==> config.mk <==
export PLATFORM = sky130hd
export DESIGN_NAME = rgb_led_breathing_fade_encoder_core
export DESIGN_NICKNAME = d
export VERILOG_FILES = /design/src/hdl/rgbfade_pkg.sv /design/src/hdl/rgbfade_ctrl.sv /design/src/hdl/rgbfade_datapath.sv /design/src/hdl/rgb_led_breathing_fade_encoder_core.sv
export SDC_FILE = /design/constraint.sdc
export NUM_CORES = 1
export LEC_CHECK = 0
export ABC_AREA = 1
export BUFFER_PORTS_ARGS = -buffer_cell sky130_fd_sc_hd__buf_2
export CORE_MARGIN = 2
export CORE_UTILIZATION = 25
export DETAILED_ROUTE_END_ITERATION = 7
export GPL_ROUTABILITY_DRIVEN = 0
export PLACE_DENSITY_LB_ADDON = 0.25
export SLEW_MARGIN = 40
export SYNTH_ARGS = -nofsm -noshare
export SYNTH_HDL_FRONTEND = slang
export SYNTH_HIERARCHICAL = 1
export SYNTH_SLANG_ARGS = --single-unit
export TNS_END_PERCENT = 20
==> constraint.sdc <==
create_clock -name clock -period 7.74 [get_ports clock]
set_input_delay 0 -clock clock [delete_from_list [all_inputs] [get_ports clock]]
set_output_delay 0 -clock clock [all_outputs]
set_load 0.03 [all_outputs]
==> src/hdl/rgbfade_pkg.sv <==
// Shared types, widths and constants for the RGB LED breathing fade encoder.
// Depends on nothing; imported by the controller, the datapath and the top level.
package rgbfade_pkg;

   localparam int LEVEL_WIDTH      = 16;
   localparam int TICK_COUNT_WIDTH = 20;
   localparam int COLOR_WIDTH      = 24;
   localparam int CHAN_WIDTH       = 8;
   localparam int PROD_WIDTH       = LEVEL_WIDTH + CHAN_WIDTH;
   localparam int DATA_WIDTH       = 3 * CHAN_WIDTH;
   localparam int LINE_WIDTH       = 3 * DATA_WIDTH;
   localparam int FRAME_BYTES      = LINE_WIDTH / 8;
   localparam int DIV_STEPS        = CHAN_WIDTH + 1;
   localparam int CSR_INDEX_WIDTH  = 2;
   localparam int CSR_DATA_WIDTH   = COLOR_WIDTH;

   localparam logic [2:0] LINE_ONE  = 3'b110;
   localparam logic [2:0] LINE_ZERO = 3'b100;
   localparam logic [CHAN_WIDTH-1:0] CHAN_MAX = '1;

   localparam logic [COLOR_WIDTH-1:0]      IDLE_COLOR_RESET = 24'hFFFF00;
   localparam logic [LEVEL_WIDTH-1:0]      RAMP_STEPS_RESET = LEVEL_WIDTH'(256);
   localparam logic [TICK_COUNT_WIDTH-1:0] STEP_TICKS_RESET = TICK_COUNT_WIDTH'(500);
   localparam logic [TICK_COUNT_WIDTH-1:0] HOLD_TICKS_RESET = TICK_COUNT_WIDTH'(5000);

   typedef enum logic [CSR_INDEX_WIDTH-1:0] {
      CSR_IDLE_COLOR = 2'd0,
      CSR_RAMP_STEPS = 2'd1,
      CSR_STEP_TICKS = 2'd2,
      CSR_HOLD_TICKS = 2'd3
   } csr_index_type;

   // Channel order on the wire: green, red, blue.
   typedef enum logic [1:0] {
      CH_GREEN = 2'd0,
      CH_RED   = 2'd1,
      CH_BLUE  = 2'd2
   } chan_type;

   typedef struct packed {
      logic     tick;      // evaluate pattern for the accepted transaction
      logic     mul;       // form level * color of the selected channel
      logic     div_step;  // one restoring-division step
      logic     div_last;  // store the saturated quotient
      logic     pack;      // expand the frame into line code
      logic     pop;       // advance to the next output byte
      chan_type chan;
   } cmd_type;

   typedef struct packed {
      logic frame_go;      // the pending transaction starts a frame
   } status_type;

   // Each data bit becomes three line bits, MSB first.
   function automatic logic [LINE_WIDTH-1:0] line_encode(input logic [DATA_WIDTH-1:0] data);
      logic [LINE_WIDTH-1:0] line;
      line = '0;
      for (int i = 0; i < DATA_WIDTH; i++) begin
         line[3*i +: 3] = data[i] ? LINE_ONE : LINE_ZERO;
      end
      return line;
   endfunction

endpackage

==> src/hdl/rgbfade_ctrl.sv <==
// Controller state machine for the breathing fade encoder.
// Depends on rgbfade_pkg; drives commands into rgbfade_datapath.
module rgbfade_ctrl (
   input  logic                   clock,
   input  logic                   reset,
   input  logic                   req_valid,
   output logic                   req_ready,
   output logic                   rsp_valid,
   input  logic                   rsp_ready,
   output logic                   rsp_frame_last,
   input  rgbfade_pkg::status_type status,
   output rgbfade_pkg::cmd_type   cmd
);
   import rgbfade_pkg::*;

   typedef enum logic [2:0] {
      ST_IDLE,
      ST_MUL,
      ST_DIV,
      ST_PACK,
      ST_SEND
   } state_type;

   localparam int STEP_CNT_WIDTH = $clog2(DIV_STEPS);
   localparam int BYTE_CNT_WIDTH = $clog2(FRAME_BYTES);

   state_type                 state_ff;
   chan_type                  chan_ff;
   logic [STEP_CNT_WIDTH-1:0] step_ff;
   logic [BYTE_CNT_WIDTH-1:0] byte_ff;
   logic                      req_fire;
   logic                      rsp_fire;
   logic                      step_last;

   assign req_ready      = (state_ff == ST_IDLE);
   assign rsp_valid      = (state_ff == ST_SEND);
   assign rsp_frame_last = (byte_ff == BYTE_CNT_WIDTH'(FRAME_BYTES - 1));
   assign req_fire       = req_valid && req_ready;
   assign rsp_fire       = rsp_valid && rsp_ready;
   assign step_last      = (step_ff == STEP_CNT_WIDTH'(DIV_STEPS - 1));

   always_comb begin
      cmd          = '0;
      cmd.chan     = chan_ff;
      cmd.tick     = req_fire;
      cmd.mul      = (state_ff == ST_MUL);
      cmd.div_step = (state_ff == ST_DIV);
      cmd.div_last = (state_ff == ST_DIV) && step_last;
      cmd.pack     = (state_ff == ST_PACK);
      cmd.pop      = rsp_fire;
   end

   always_ff @(posedge clock) begin
      if (reset) begin
         state_ff <= ST_IDLE;
         chan_ff  <= CH_GREEN;
         step_ff  <= '0;
         byte_ff  <= '0;
      end else begin
         unique case (state_ff)
            ST_IDLE: begin
               if (req_fire && status.frame_go) begin
                  chan_ff  <= CH_GREEN;
                  state_ff <= ST_MUL;
               end
            end
            ST_MUL: begin
               step_ff  <= '0;
               state_ff <= ST_DIV;
            end
            ST_DIV: begin
               if (step_last) begin
                  unique case (chan_ff)
                     CH_GREEN: begin
                        chan_ff  <= CH_RED;
                        state_ff <= ST_MUL;
                     end
                     CH_RED: begin
                        chan_ff  <= CH_BLUE;
                        state_ff <= ST_MUL;
                     end
                     default: state_ff <= ST_PACK;
                  endcase
               end else begin
                  step_ff <= step_ff + 1'b1;
               end
            end
            ST_PACK: begin
               byte_ff  <= '0;
               state_ff <= ST_SEND;
            end
            ST_SEND: begin
               if (rsp_fire) begin
                  if (rsp_frame_last) begin
                     state_ff <= ST_IDLE;
                  end else begin
                     byte_ff <= byte_ff + 1'b1;
                  end
               end
            end
            default: state_ff <= ST_IDLE;
         endcase
      end
   end

endmodule

==> src/hdl/rgbfade_datapath.sv <==
// Datapath of the breathing fade encoder: config registers, pattern state,
// multiplier, restoring divider and line-code shifter. Depends on rgbfade_pkg.
module rgbfade_datapath (
   input  logic                                  clock,
   input  logic                                  reset,
   input  logic                                  csr_valid,
   input  logic [rgbfade_pkg::CSR_INDEX_WIDTH-1:0] csr_index,
   input  logic [rgbfade_pkg::CSR_DATA_WIDTH-1:0]  csr_data,
   input  logic                                  req_run,
   input  rgbfade_pkg::cmd_type                  cmd,
   output rgbfade_pkg::status_type               status,
   output logic [7:0]                            rsp_line_byte
);
   import rgbfade_pkg::*;

   typedef enum logic [1:0] {
      PH_UP        = 2'd0,
      PH_HOLD_UP   = 2'd1,
      PH_DOWN      = 2'd2,
      PH_HOLD_DOWN = 2'd3
   } phase_type;

   logic [COLOR_WIDTH-1:0]      idle_color_ff;
   logic [LEVEL_WIDTH-1:0]      ramp_steps_ff;
   logic [TICK_COUNT_WIDTH-1:0] step_ticks_ff;
   logic [TICK_COUNT_WIDTH-1:0] hold_ticks_ff;

   phase_type                   phase_ff, phase_in;
   logic [LEVEL_WIDTH-1:0]      level_ff, level_in;
   logic [TICK_COUNT_WIDTH-1:0] wait_ff, wait_in;
   logic [LEVEL_WIDTH-1:0]      frame_lvl_ff, frame_lvl_in;

   logic [PROD_WIDTH-1:0]       rem_ff;
   logic [PROD_WIDTH-1:0]       div_ff;
   logic [DIV_STEPS-1:0]        quo_ff;
   logic [DATA_WIDTH-1:0]       data_ff;
   logic [LINE_WIDTH-1:0]       line_ff;

   logic [LEVEL_WIDTH-1:0]      eff_steps;
   logic [TICK_COUNT_WIDTH-1:0] step_reload;
   logic [CHAN_WIDTH-1:0]       color_sel;
   logic                        rem_ge;
   logic [DIV_STEPS-1:0]        quo_next;
   logic [CHAN_WIDTH-1:0]       chan_value;
   logic                        is_hold;

   assign eff_steps   = (ramp_steps_ff == '0) ? LEVEL_WIDTH'(1) : ramp_steps_ff;
   assign step_reload = (step_ticks_ff == '0) ? '0 : step_ticks_ff - 1'b1;
   assign is_hold     = (phase_ff == PH_HOLD_UP) || (phase_ff == PH_HOLD_DOWN);

   assign status.frame_go = req_run && (wait_ff == '0) && (!is_hold || hold_ticks_ff == '0);

   // Pattern sequencing for one tick.
   always_comb begin
      phase_type                ph;
      logic [LEVEL_WIDTH-1:0]   lv;
      logic [LEVEL_WIDTH:0]     lv_inc;
      ph           = phase_ff;
      lv           = level_ff;
      lv_inc       = '0;
      phase_in     = phase_ff;
      level_in     = level_ff;
      wait_in      = wait_ff;
      frame_lvl_in = frame_lvl_ff;
      if (!req_run) begin
         phase_in = PH_UP;
         level_in = '0;
         wait_in  = '0;
      end else if (wait_ff != '0) begin
         wait_in = wait_ff - 1'b1;
      end else begin
         if (is_hold) begin
            ph = (phase_ff == PH_HOLD_UP) ? PH_DOWN : PH_UP;
            lv = (ph == PH_DOWN) ? eff_steps : '0;
         end
         if (is_hold && hold_ticks_ff != '0) begin
            phase_in = ph;
            level_in = lv;
            wait_in  = hold_ticks_ff - 1'b1;
         end else begin
            frame_lvl_in = lv;
            wait_in      = step_reload;
            if (ph == PH_UP) begin
               lv_inc   = {1'b0, lv} + 1'b1;
               level_in = lv_inc[LEVEL_WIDTH-1:0];
               phase_in = (lv_inc >= {1'b0, eff_steps}) ? PH_HOLD_UP : PH_UP;
            end else if (lv <= LEVEL_WIDTH'(1)) begin
               level_in = '0;
               phase_in = PH_HOLD_DOWN;
            end else begin
               level_in = lv - 1'b1;
               phase_in = PH_DOWN;
            end
         end
      end
   end

   always_comb begin
      unique case (cmd.chan)
         CH_GREEN: color_sel = idle_color_ff[15:8];
         CH_RED:   color_sel = idle_color_ff[23:16];
         CH_BLUE:  color_sel = idle_color_ff[7:0];
         default:  color_sel = '0;
      endcase
   end

   // Quotient bit 8 set means the level overran the steps: saturate.
   assign rem_ge     = (rem_ff >= div_ff);
   assign quo_next   = {quo_ff[DIV_STEPS-2:0], rem_ge};
   assign chan_value = quo_next[DIV_STEPS-1] ? CHAN_MAX : quo_next[CHAN_WIDTH-1:0];

   assign rsp_line_byte = line_ff[LINE_WIDTH-1 -: 8];

   always_ff @(posedge clock) begin
      if (reset) begin
         idle_color_ff <= IDLE_COLOR_RESET;
         ramp_steps_ff <= RAMP_STEPS_RESET;
         step_ticks_ff <= STEP_TICKS_RESET;
         hold_ticks_ff <= HOLD_TICKS_RESET;
         phase_ff      <= PH_UP;
         level_ff      <= '0;
         wait_ff       <= '0;
      end else begin
         if (csr_valid) begin
            unique case (csr_index_type'(csr_index))
               CSR_IDLE_COLOR: idle_color_ff <= csr_data[COLOR_WIDTH-1:0];
               CSR_RAMP_STEPS: ramp_steps_ff <= csr_data[LEVEL_WIDTH-1:0];
               CSR_STEP_TICKS: step_ticks_ff <= csr_data[TICK_COUNT_WIDTH-1:0];
               CSR_HOLD_TICKS: hold_ticks_ff <= csr_data[TICK_COUNT_WIDTH-1:0];
               default: ;
            endcase
         end
         if (cmd.tick) begin
            phase_ff <= phase_in;
            level_ff <= level_in;
            wait_ff  <= wait_in;
         end
      end
   end

   always_ff @(posedge clock) begin
      if (cmd.tick) begin
         frame_lvl_ff <= frame_lvl_in;
      end
      if (cmd.mul) begin
         rem_ff <= {{CHAN_WIDTH{1'b0}}, frame_lvl_ff} * {{LEVEL_WIDTH{1'b0}}, color_sel};
         div_ff <= {eff_steps, {CHAN_WIDTH{1'b0}}};
         quo_ff <= '0;
      end else if (cmd.div_step) begin
         if (rem_ge) begin
            rem_ff <= rem_ff - div_ff;
         end
         div_ff <= div_ff >> 1;
         quo_ff <= quo_next;
      end
      if (cmd.div_last) begin
         data_ff <= {data_ff[DATA_WIDTH-CHAN_WIDTH-1:0], chan_value};
      end
      if (cmd.pack) begin
         line_ff <= line_encode(data_ff);
      end else if (cmd.pop) begin
         line_ff <= {line_ff[LINE_WIDTH-9:0], 8'h00};
      end
   end

endmodule

==> src/hdl/rgb_led_breathing_fade_encoder_core.sv <==
// Top level of the RGB LED breathing fade encoder.
// Depends on rgbfade_pkg, rgbfade_ctrl and rgbfade_datapath.
//
//   Channel  Ports                                   Direction  Meaning
//   req      req_valid/req_ready, req_run            in         one microsecond tick
//   rsp      rsp_valid/rsp_ready, rsp_line_byte,     out        line-code bytes, nine
//            rsp_frame_last                                     per frame
//   csr      csr_valid/csr_ready, csr_index,         in         register writes
//            csr_data
//
// A tick that starts no frame leaves the controller idle. A tick that starts a frame
// is accepted, then runs the arithmetic (per channel one multiply and nine division
// steps of the shared divider, then one packing step) and then sends the nine output
// bytes, which rsp stalls hold back.
// Reset is synchronous and restores the registers and the pattern state.
// The next tick is taken only after the last byte of a frame has gone out.
module rgb_led_breathing_fade_encoder_core (
   input  logic                                   clock,
   input  logic                                   reset,
   input  logic                                   req_valid,
   output logic                                   req_ready,
   input  logic                                   req_run,
   output logic                                   rsp_valid,
   input  logic                                   rsp_ready,
   output logic [7:0]                             rsp_line_byte,
   output logic                                   rsp_frame_last,
   input  logic                                   csr_valid,
   output logic                                   csr_ready,
   input  logic [rgbfade_pkg::CSR_INDEX_WIDTH-1:0] csr_index,
   input  logic [rgbfade_pkg::CSR_DATA_WIDTH-1:0]  csr_data
);
   import rgbfade_pkg::*;

   cmd_type    cmd;
   status_type status;

   // Registers accept a write at any time; software must write only while idle.
   assign csr_ready = 1'b1;

   // Sequence the tick, the three channel divisions and the byte drain.
   rgbfade_ctrl u_ctrl (
      .clock          (clock),
      .reset          (reset),
      .req_valid      (req_valid),
      .req_ready      (req_ready),
      .rsp_valid      (rsp_valid),
      .rsp_ready      (rsp_ready),
      .rsp_frame_last (rsp_frame_last),
      .status         (status),
      .cmd            (cmd)
   );

   // Hold the pattern state, compute channel levels and shift out line code.
   rgbfade_datapath u_datapath (
      .clock         (clock),
      .reset         (reset),
      .csr_valid     (csr_valid),
      .csr_index     (csr_index),
      .csr_data      (csr_data),
      .req_run       (req_run),
      .cmd           (cmd),
      .status        (status),
      .rsp_line_byte (rsp_line_byte)
   );

endmodule
# After elaboration in Yosys (flattened, before gate mapping)
# Cells that the tools add are included.
[totals] word_cells=163 latchBits=0 mem_bits_ro=0 inputBits=32 output_inout_bits=12 n_memories=0 ff_bits=299 ram_bits=0
[op_classes] n_div=0 bitwise=2 n_eq_ne=22 mux=71 n_lt_le_gt_ge=3 addsub=8 shift=0 n_reduce_logical=37 n_mul=1
[op_table] cell="two-way mux 16 bit" n=10
[op_table] cell="two-way mux 72 bit" n=2
[op_table] cell="two-way mux 24 bit" n=5
[op_table] cell="two-way mux 20 bit" n=4
[op_table] cell="two-way mux 2 bit" n=35
[op_table] cell="logical NOT 20 bit" n=3
[op_table] cell="subtractor 20 x 1 -> 20 bit, second input constant" n=3
[op_table] cell="nonzero test 20 bit" n=2
[op_table] cell="greater-or-equal comparator 24 bit" n=1
[op_table] cell="multiplier 16 x 8 -> 24 bit" n=1
[op_table] cell="one-hot mux 8 bit (3 select lines)" n=1
[op_table] cell="subtractor 24 bit" n=1
[op_table] cell="adder 16 x 1 -> 17 bit, second input constant" n=1
[op_table] cell="greater-or-equal comparator 17 x 16 -> 1 bit" n=1
[op_table] cell="<= comparator 16 x 1 -> 1 bit, second input constant" n=1
[op_table] cell="logical NOT 16 bit" n=1
[op_table] cell="one-hot mux 4 bit (2 select lines)" n=2
[op_table] cell="subtractor 16 x 1 -> 16 bit, second input constant" n=1
[op_table] cell="one-hot mux 3 bit (5 select lines)" n=1
[op_table] cell="AND reduction 2 bit" n=7
[op_table] cell="two-way mux 3 bit" n=4
[op_table] cell="two-way mux 4 bit" n=3
[op_table] cell="!= test 2 bit, second input constant" n=6
[op_table] cell="AND reduction 4 bit" n=3
[op_table] cell="20 further kinds" n=45

# Logic depth before layout (Yosys ltp)
# Gate-level depths: netlist of run 1.
[logic_depth] depth_word=14 mapped_depth=26 ltp_nobuf=25

# Hierarchy
# Netlist of run 1, hierarchy kept.
[modules_own_cells] module="rgbfade_datapath" cells_per_inst=2517 seq_area_each_um2=7036.7 instances=1 area_each_um2=19289.8
[modules_own_cells] module="rgbfade_ctrl" cells_per_inst=127 seq_area_each_um2=260.2 instances=1 area_each_um2=827.0
[modules_own_cells] module="rgb_led_breathing_fade_encoder_core" cells_per_inst=2 seq_area_each_um2=0.0 instances=1 area_each_um2=11.3

# Worst setup path after synthesis of run 1
# OpenSTA, ideal clock, no wires.
[synth_path] path_kind="flip-flop to flip-flop" startpoint="reg u_ctrl.chan_ff[1]" endpoint="reg u_datapath.rem_ff[16], data pin" n_path_buf=1 synth_period_minus_slack_ns=5.116 path_stages_with_launch=24 required_time_ns=7.484 setup_slack_ns=2.624 arrival_ns=4.861 cell_sequence="dfxtp_1 inv_1 nor2_1 nand2_1 nand3_1 clkbuf_1 nand2_1 fa_1 fa_1 inv_1 fa_1 inv_1 fa_1 inv_1 ha_1 a21oi_1 o21ai_0 nand2_1 o211ai_1 a21oi_1 o21bai_1 xor2_1 nand2_1 nand2_1"
[synth_between] elab_chain_cells=4 elab_cells_between_ends=6 classes_between="mul (1); eq/ne (2); mux (2); reduce/logical (1)"
[synth_lines] element="start: declaration" line_no="rgbfade_ctrl.sv:28" source="chan_type chan_ff;"
[synth_lines] element="start signal: assignment" line_no="rgbfade_ctrl.sv:56" source="chan_ff <= CH_GREEN;"
[synth_lines] element="start signal: assignment" line_no="rgbfade_ctrl.sv:63" source="chan_ff <= CH_GREEN;"
[synth_lines] element="start signal: assignment" line_no="rgbfade_ctrl.sv:75" source="chan_ff <= CH_RED;"
[synth_lines] element="== test 2 bit, or another cell as far along" line_no="rgbfade_datapath.sv:99" source="unique case (cmd.chan)"
[synth_lines] element="one-hot mux 8 bit (3 select lines) *" line_no="rgbfade_datapath.sv:99"
[synth_lines] element="multiplier 16 x 8 -> 24 bit *" line_no="rgbfade_datapath.sv:146" source="rem_ff <= {{CHAN_WIDTH{1'b0}}, frame_lvl_ff} * {{LEVEL_WIDTH{1'b0}}, color_sel};"
[synth_lines] element="two-way mux 24 bit *" line_no="rgbfade_datapath.sv:145" source="if (cmd.mul) begin"
[synth_lines] element="end signal: assignment" line_no="rgbfade_datapath.sv:146"
[synth_lines] element="end signal: assignment" line_no="rgbfade_datapath.sv:151" source="rem_ff <= rem_ff - div_ff;"
[synth_lines] element="end: declaration" line_no="rgbfade_datapath.sv:33" source="logic [PROD_WIDTH-1:0] rem_ff;"
# Every way passes the cells marked *; elsewhere a longest branch is shown, timed or not.
# A chain may end at the register's enable or synchronous reset.

# Worst setup path in the final report of run 1
[layout_path] startpoint="reg u_ctrl.chan_ff[1]" endpoint="reg u_datapath.rem_ff[13], data pin"
# Same word-level chain as after synthesis.

==> results.md, run 1 <==
- Clock sink count: 292
- Hold depth: 3
- DRC Markers: 0
- Fin crit share: 0.775
- Vias: about 17000
- Fmax: approximately 0.17 GHz
- Avg Cell Area, Syn: 7.61 um^2
- Post-Syn Area: 0.0201 mm^2
- Final Hold Violating Endpoints: 0
- Fin crit period: 6.00 ns
- Sequential cell area fraction in the yosys report: 0.363
- CTS buffer count: 36
- TritonRoute pass-1 iters: 5
- Ys Warns: 6
- Worst-path maximum fanout: 16
- R2R Path Start: u_ctrl/chan_ff[1]
- Number of synthesized flops with an enable pin: 145
- Leading cell types in the layout, fill and taps excluded: 615 x nand2_1, 453 x inv_1, 199 x nor2_1, 175 x a21oi_1, 164 x o21ai_0
- CTS tree: yes
- Relative slew slack: 0.462
- Length in cells of the worst reg-to-reg path: 22
- Core area: between 0.08 and 0.09 mm^2
- Vias in the first global route: 16397
- All-layer global routing usage: 0.143
- Worst setup EP type: flop
- Largest net degree at the start of global routing: 73
- Synth top area share: 0.216
- Synth Instances: 2646
- I/O Buffers: 42
- DP HPWL: 43900 um
- Status: complete, no violations
- Worst slew pin tran: 0.804 ns
- Synth-to-Final Area Change: 13.8%
- Die Span Y: 288 um
- Post-synth top flop: dfxtp_1
- Routed vias/inst: 4.48
- Synth unique cells: 52
- RSZ-0062 raised after global routing: no
- PnR worst setup slack: 1.74 ns
- Setup TNS: 0 ns
- Required time of the critical path: between 8 and 9 ns
- Layout cells sized above 1: 0.0766
- Die width: ~290 um
- Worst-path clk slew: 0.06 ns
- Worst EP arrival: 6.29 ns
- WS Path Type: flop to flop
- Boundary Pins: 44
- DP Worst Slack: 1.84 ns
- Worst Hold Path EP: u_datapath/wait_ff[18]
- Drt total wl: 59400 um
- Max Cap Violations: 0
- Starting density of the core: 0.251
- Async SR Flop Fraction: 0
- FF-to-FF End: u_datapath/rem_ff[13]
- Cell row count: 104
- Reg2reg setup slack: 1.74 ns
- Max-slew violations: 0
- Root Buffer: clkbuf_16
- Overflow left after global routing: 0
- Die area: 0.0828 mm^2
- Min-delay src: reset
- Cell taking the most area after synthesis: edfxtp_1
- Syn Nets: 2862
- Commonest non-fill, non-tap cell in the layout: nand2_1
- Longest Clk Path Bufs: 3
- CTS resizes: 0
- Leading post-synthesis cells by cell area: edfxtp_1 22%, dfxtp_1 15%, nand2_1 11%
- Final net count: between 2000 and 3000
- CTS H-tree lvls: 2
- Initial antenna violation count: 1
- Routed wire per std cell: 15.8 um
- Setup crit start kind: flop
- Global-route wire length before repair: 93200 um
- Final setup fails: 0
- Yosys reg bits: 292
- Hold Path Class: input port to flop
- DRT iter0 DRCs: 1144
- Insertion delay to the later sink of the worst-skew pair: 0.55 ns
- Final Core Density: 0.286
- Number of routed nets with antenna violations: 0
- Final setup skew: 0.0185 ns
[worst max-delay path by stage]
stage	startpoint	end	slack, ns
4_1_cts	u_ctrl/chan_ff[1]	u_datapath/rem_ff[13]	1.81
6_report	u_ctrl/chan_ff[1]	u_datapath/rem_ff[13]	1.74
3_5_place_dp	u_ctrl/chan_ff[1]	u_datapath/rem_ff[13]	1.84
5_1_grt	u_ctrl/chan_ff[1]	u_datapath/rem_ff[13]	1.25
3_3_place_gp	u_ctrl/chan_ff[1]	u_datapath/rem_ff[13]	1.94
2_1_floorplan	u_ctrl/chan_ff[1]	u_datapath/rem_ff[16]	2.62
[per-stage QoR]
| step | cell area [um^2] | hold WS [ns] | instances |
|---|---|---|---|
| 6_report | 22900 | 0.110 | 3764 |
| 5_1_grt | 22900 | 0.130 | 3763 |
| 4_1_cts | 22900 | 0.0823 | 3763 |
| 3_5_place_dp | 21300 | 0.272 | 3662 |
| 3_3_place_gp | 21300 | 0.268 | 3662 |
| 2_1_floorplan | 20100 | 0.126 | 2646 |
[per-layer routing]
metal | GRT usage | wire length (um)
met5 | 0 | 0
met4 | 0.0360 | 1310
met3 | 0.0198 | 2560
met2 | 0.242 | 27900
met1 | 0.191 | 27600
[logic make-up (layout without fill, tap and decap cells)]
logic type,after synthesis,in the layout,synth area share
AOI/OAI and AO/OA,451,451,0.125
and+or+nand+nor,1099,1099,0.233
DFF,292,292,0.363
adders and majority gates,184,184,0.146
buffers and inverters,568,625,0.110
xor gates and xnor gates,51,51,0.0222
other,1,2,0.000186
[critical path, stage by stage, from the launching register on]
cell and delay, ns:
dfxtp_1 0.40, inv_1 0.08, nor2_1 0.38, nand2_1 0.10
nand3_1 0.61, nand2_1 0.17, fa_1 0.52, fa_1 0.50
inv_1 0.06, fa_1 0.52, inv_1 0.05, fa_1 0.52
inv_1 0.04, ha_1 0.36, nand2_1 0.15, nor3_1 0.40
a21oi_1 0.19, o21ai_0 0.29, a21oi_1 0.11, inv_1 0.08
xor2_1 0.07, nand2_1 0.08, nand2_1 0.05
[area by class of cell]
type	instances	area, um^2
multi-input cells	1786	10600
clock inverters	22	246
repair buffers	90	662
flip-flops and latches	292	7300
well taps	1060	1330
diodes	1	2.50
fillers	8814	57300
clock buffers	44	962
inverters	469	1760
[registers in the layout (all words and copies together), names as in the netlist, 4 cells and up]
signal,cells
u_datapath/step_ticks_ff,20
u_datapath/quo_ff,8
u_ctrl/step_ff,4
u_datapath/level_ff,16
u_datapath/ramp_steps_ff,16
u_datapath/idle_color_ff,24
u_datapath/div_ff,24
u_datapath/data_ff,24
u_datapath/frame_lvl_ff,16
u_ctrl/byte_ff,4
u_datapath/rem_ff,24
u_datapath/line_ff,65
u_datapath/hold_ticks_ff,20
u_datapath/wait_ff,20
[timing repair]
action	CTS	global route
hold endpoints to repair	86	0
buffers inserted	0	0
hold buffers	35	0
[cells in the mapped netlist, types with 5 or more instances]
cell and n:
ha_1 99, nand4_1 27, clkbuf_1 63, or2_2 29, nand2_2 19, o21ai_0 164
nor3_1 29, fa_1 85, nor2_1 202, buf_4 12, a31oi_1 9, o221ai_1 8
clkbuf_2 14, a21oi_1 175, dfxtp_1 147, clkinv_1 5, o211ai_1 25, xnor2_1 8
inv_1 455, nor4_1 9, nand3_1 135, a21o_1 5, nand2_4 6, o21ai_1 7
nor2_2 10, inv_2 9, xor2_1 43, o21bai_1 8, o22ai_1 32, edfxtp_1 145
nand2_1 616
Power of run 1 is left out: the tool's default activity adds up to more than one toggle a clock period on the data nets, which glitch-free logic cannot reach.
==> run 2, diff against run 1 <==
==> constraint.sdc (replaced) <==
create_clock -name clock -period 5.6 [get_ports clock]
set_input_delay 0 -clock clock [delete_from_list [all_inputs] [get_ports clock]]
set_output_delay 0 -clock clock [all_outputs]
set_load 0.03 [all_outputs]
==> run 2 against run 1 <==
Final cell count rose by 0.45%. Via count rose by 0.57%. Sequential cell count did not move. Worst hold slack got worse by 0.013 ns. Clock skew rose by 0.0015 ns. Non-clock buffer count rose by 16. First-iteration DRC count fell by 5.9%. Largest cell class unchanged. Critical path depth rose by 4. Global-route usage fell by 0.090 points. Routed wire length fell by 0.96%. Register-to-register slack got worse by 1.4 ns.
==> results.md, run 2 (synthesis gave the netlist of run 1 again) <==
- Fin crit period: 5.26 ns (-0.740 ns)
- Final net count: 2908 (+0.59%)
- Final Hold Violating Endpoints: 0 (unchanged)
- Leading cell types in the layout, fill and taps excluded: 615 x nand2_1, 453 x inv_1, 197 x nor2_1, 171 x a21oi_1, 163 x o21ai_0
- Hold depth: 3 (unchanged)
- Final cell count without fillers: 3781 (+0.45%)
- Overflow left after global routing: 0 (unchanged)
- Layout cells sized above 1: 0.0875 (+0.0109)
- Longest Clk Path Bufs: 3 (unchanged)
- Inst Count DP: 3679 (+0.46%)
- Clock sink count: 292 (unchanged)
- WS Path Type: flop to flop
- Commonest non-fill, non-tap cell in the layout: nand2_1
- Insertion delay to the later sink of the worst-skew pair: 0.55 ns (about the same)
- Root Buffer: clkbuf_16
- Synth-to-Final Area Change: 15.0%
- CTS H-tree lvls: 2 (unchanged)
- Die width: 288 um (unchanged)
- Initial antenna violation count: 0 (-1)
- Setup crit start: u_ctrl/chan_ff[1]
- Final setup fails: 0 (unchanged)
- I/O Buffers: 42 (unchanged)
- Core area: 0.0802 mm^2 (unchanged)
- Worst-path maximum fanout: 10 (-6)
- Worst Hold Path EP: u_datapath/wait_ff[14]
- DRT iter0 DRCs: 1076 (-5.9%)
- Drt total wl: 58800 um (-0.96%)
- Worst-path clk slew: 0.06 ns (about the same)
- CTS buffer count: 37 (+2.8%)
- CTS tree: yes
- Worst slew pin tran: 0.770 ns (-0.0347 ns)
- CP max stage cell: fa_1
- Vias in the first global route: 16603 (+1.3%)
- Global-route wire length before repair: 93200 um (about the same)
- Setup crit start kind: flop
- Top reg by flops: u_datapath/line_ff
- Starting density of the core: 0.251 (unchanged)
- Die area: 0.0828 mm^2 (unchanged)
- Number of routed nets with antenna violations: 0 (unchanged)
- Cell row count: 104 (unchanged)
- Vias: 16976 (+0.57%)
- DP HPWL: 43700 um (-0.33%)
- Final setup skew: 0.0200 ns (+0.00148 ns)
- Crit path top cell by count: inv_1
- FF-to-FF End: u_datapath/rem_ff[23]
- All-layer global routing usage: 0.142 (-0.000896)
- Relative slew slack: 0.486 (+0.0241)
- RSZ-0062 raised after global routing: yes
- R2R Path Start: u_ctrl/chan_ff[1]
- Routed vias/inst: 4.49 (+0.12%)
- Max reg flops: 65 (unchanged)
- Worst EP arrival: 5.56 ns (-0.73 ns)
- Setup TNS: 0 ns (unchanged)
- Hold_ws: 0.0969 ns (-0.0133 ns)
- Length in cells of the worst reg-to-reg path: 26 (+18%)
- Slowest stage delay, CP: 0.53 ns (-0.08 ns)
- TritonRoute pass-1 iters: 7 (+2)
- Required time of the critical path: 5.90 ns (-2.13 ns)
- Final Core Density: 0.289 (+0.00303)
- Status: complete, no violations
- Max Cap Violations: 0 (unchanged)
- Max-slew violations: 0 (unchanged)
- Reg2reg setup slack: 0.34 ns (-1.40 ns)
- Die Span Y: 288 um (unchanged)
- Hold Path Class: input port to flop
- Boundary Pins: 44 (unchanged)
- Fin crit share: 0.939 (+0.164)
- Fmax: 0.190 GHz (+14%)
- DRC Markers: 0 (unchanged)
- Largest net degree at the start of global routing: 79 (+8.2%)
- Routed wire per std cell: 15.6 um (-1.4%)
- Worst setup EP type: flop
- Min-delay src: reset
==> run 2: cell count changes in the layout (fill, tap and decap cells not counted), sizes merged <==
cell | previous run | this run
bufinv | 5 | 4
clkinvlp | 4 | 0
dlygate4sd3 | 35 | 34
clkbuf | 44 | 51
buf | 55 | 72
inv | 466 | 465
==> run 2: how the worst max path moves through the flow <==
stage | to | slack (ns)
6_report | u_datapath/rem_ff[23] | 0.34
5_1_grt | u_datapath/rem_ff[13] | -0.09
4_1_cts | u_datapath/rem_ff[23] | 0.01
3_5_place_dp | u_datapath/rem_ff[23] | -0.04
3_3_place_gp | u_datapath/rem_ff[21] | -0.05
2_1_floorplan | u_datapath/rem_ff[16] | 0.48
==> run 2: layout make-up <==
class | instances | area, um^2
repair buffers | 106 | 776
well taps | 1060 | 1330
diodes | 1 | 2.50
inverters | 469 | 1760
clock buffers | 51 | 1050
clock inverters | 16 | 203
fillers | 8804 | 57000
multi-input cells | 1786 | 10700
flip-flops and latches | 292 | 7300
==> run 2: routing by layer <==
layer | vias up | track usage | routed length, um
met5 | - | 0 | 0
met1 | 7976 | 0.190 | 27600
met3 | 74 | 0.0165 | 2040
met4 | 0 | 0.0374 | 1370
li1 | 8601 | - | -
met2 | 325 | 0.242 | 27900
==> run 2: stage by stage <==
step           setup WS (ns)  cell area (um^2)
2_1_floorplan          0.484             20100
3_3_place_gp         -0.0495             21400
3_5_place_dp         -0.0367             21400
4_1_cts               0.0142             23000
5_1_grt              -0.0933             23100
6_report               0.340             23100
==> run 2: repair_timing <==
item                       CTS  global route
gates cloned                 0             0
buffers inserted             0             0
pin swaps                    0             0
setup endpoints to repair    2            14
resized for setup            2            19
hold buffers                34             0
hold endpoints to repair    87             0
==> run 2: critical path, delay by kind of cell (launching register included) <==
kind	cells	cell delay [ns]
flops	1	0.37
compound gates	2	0.17
buf+inv	9	0.74
simple gates	10	1.26
fa+ha+maj	5	2.46
Power of run 2 is left out for the same reason.
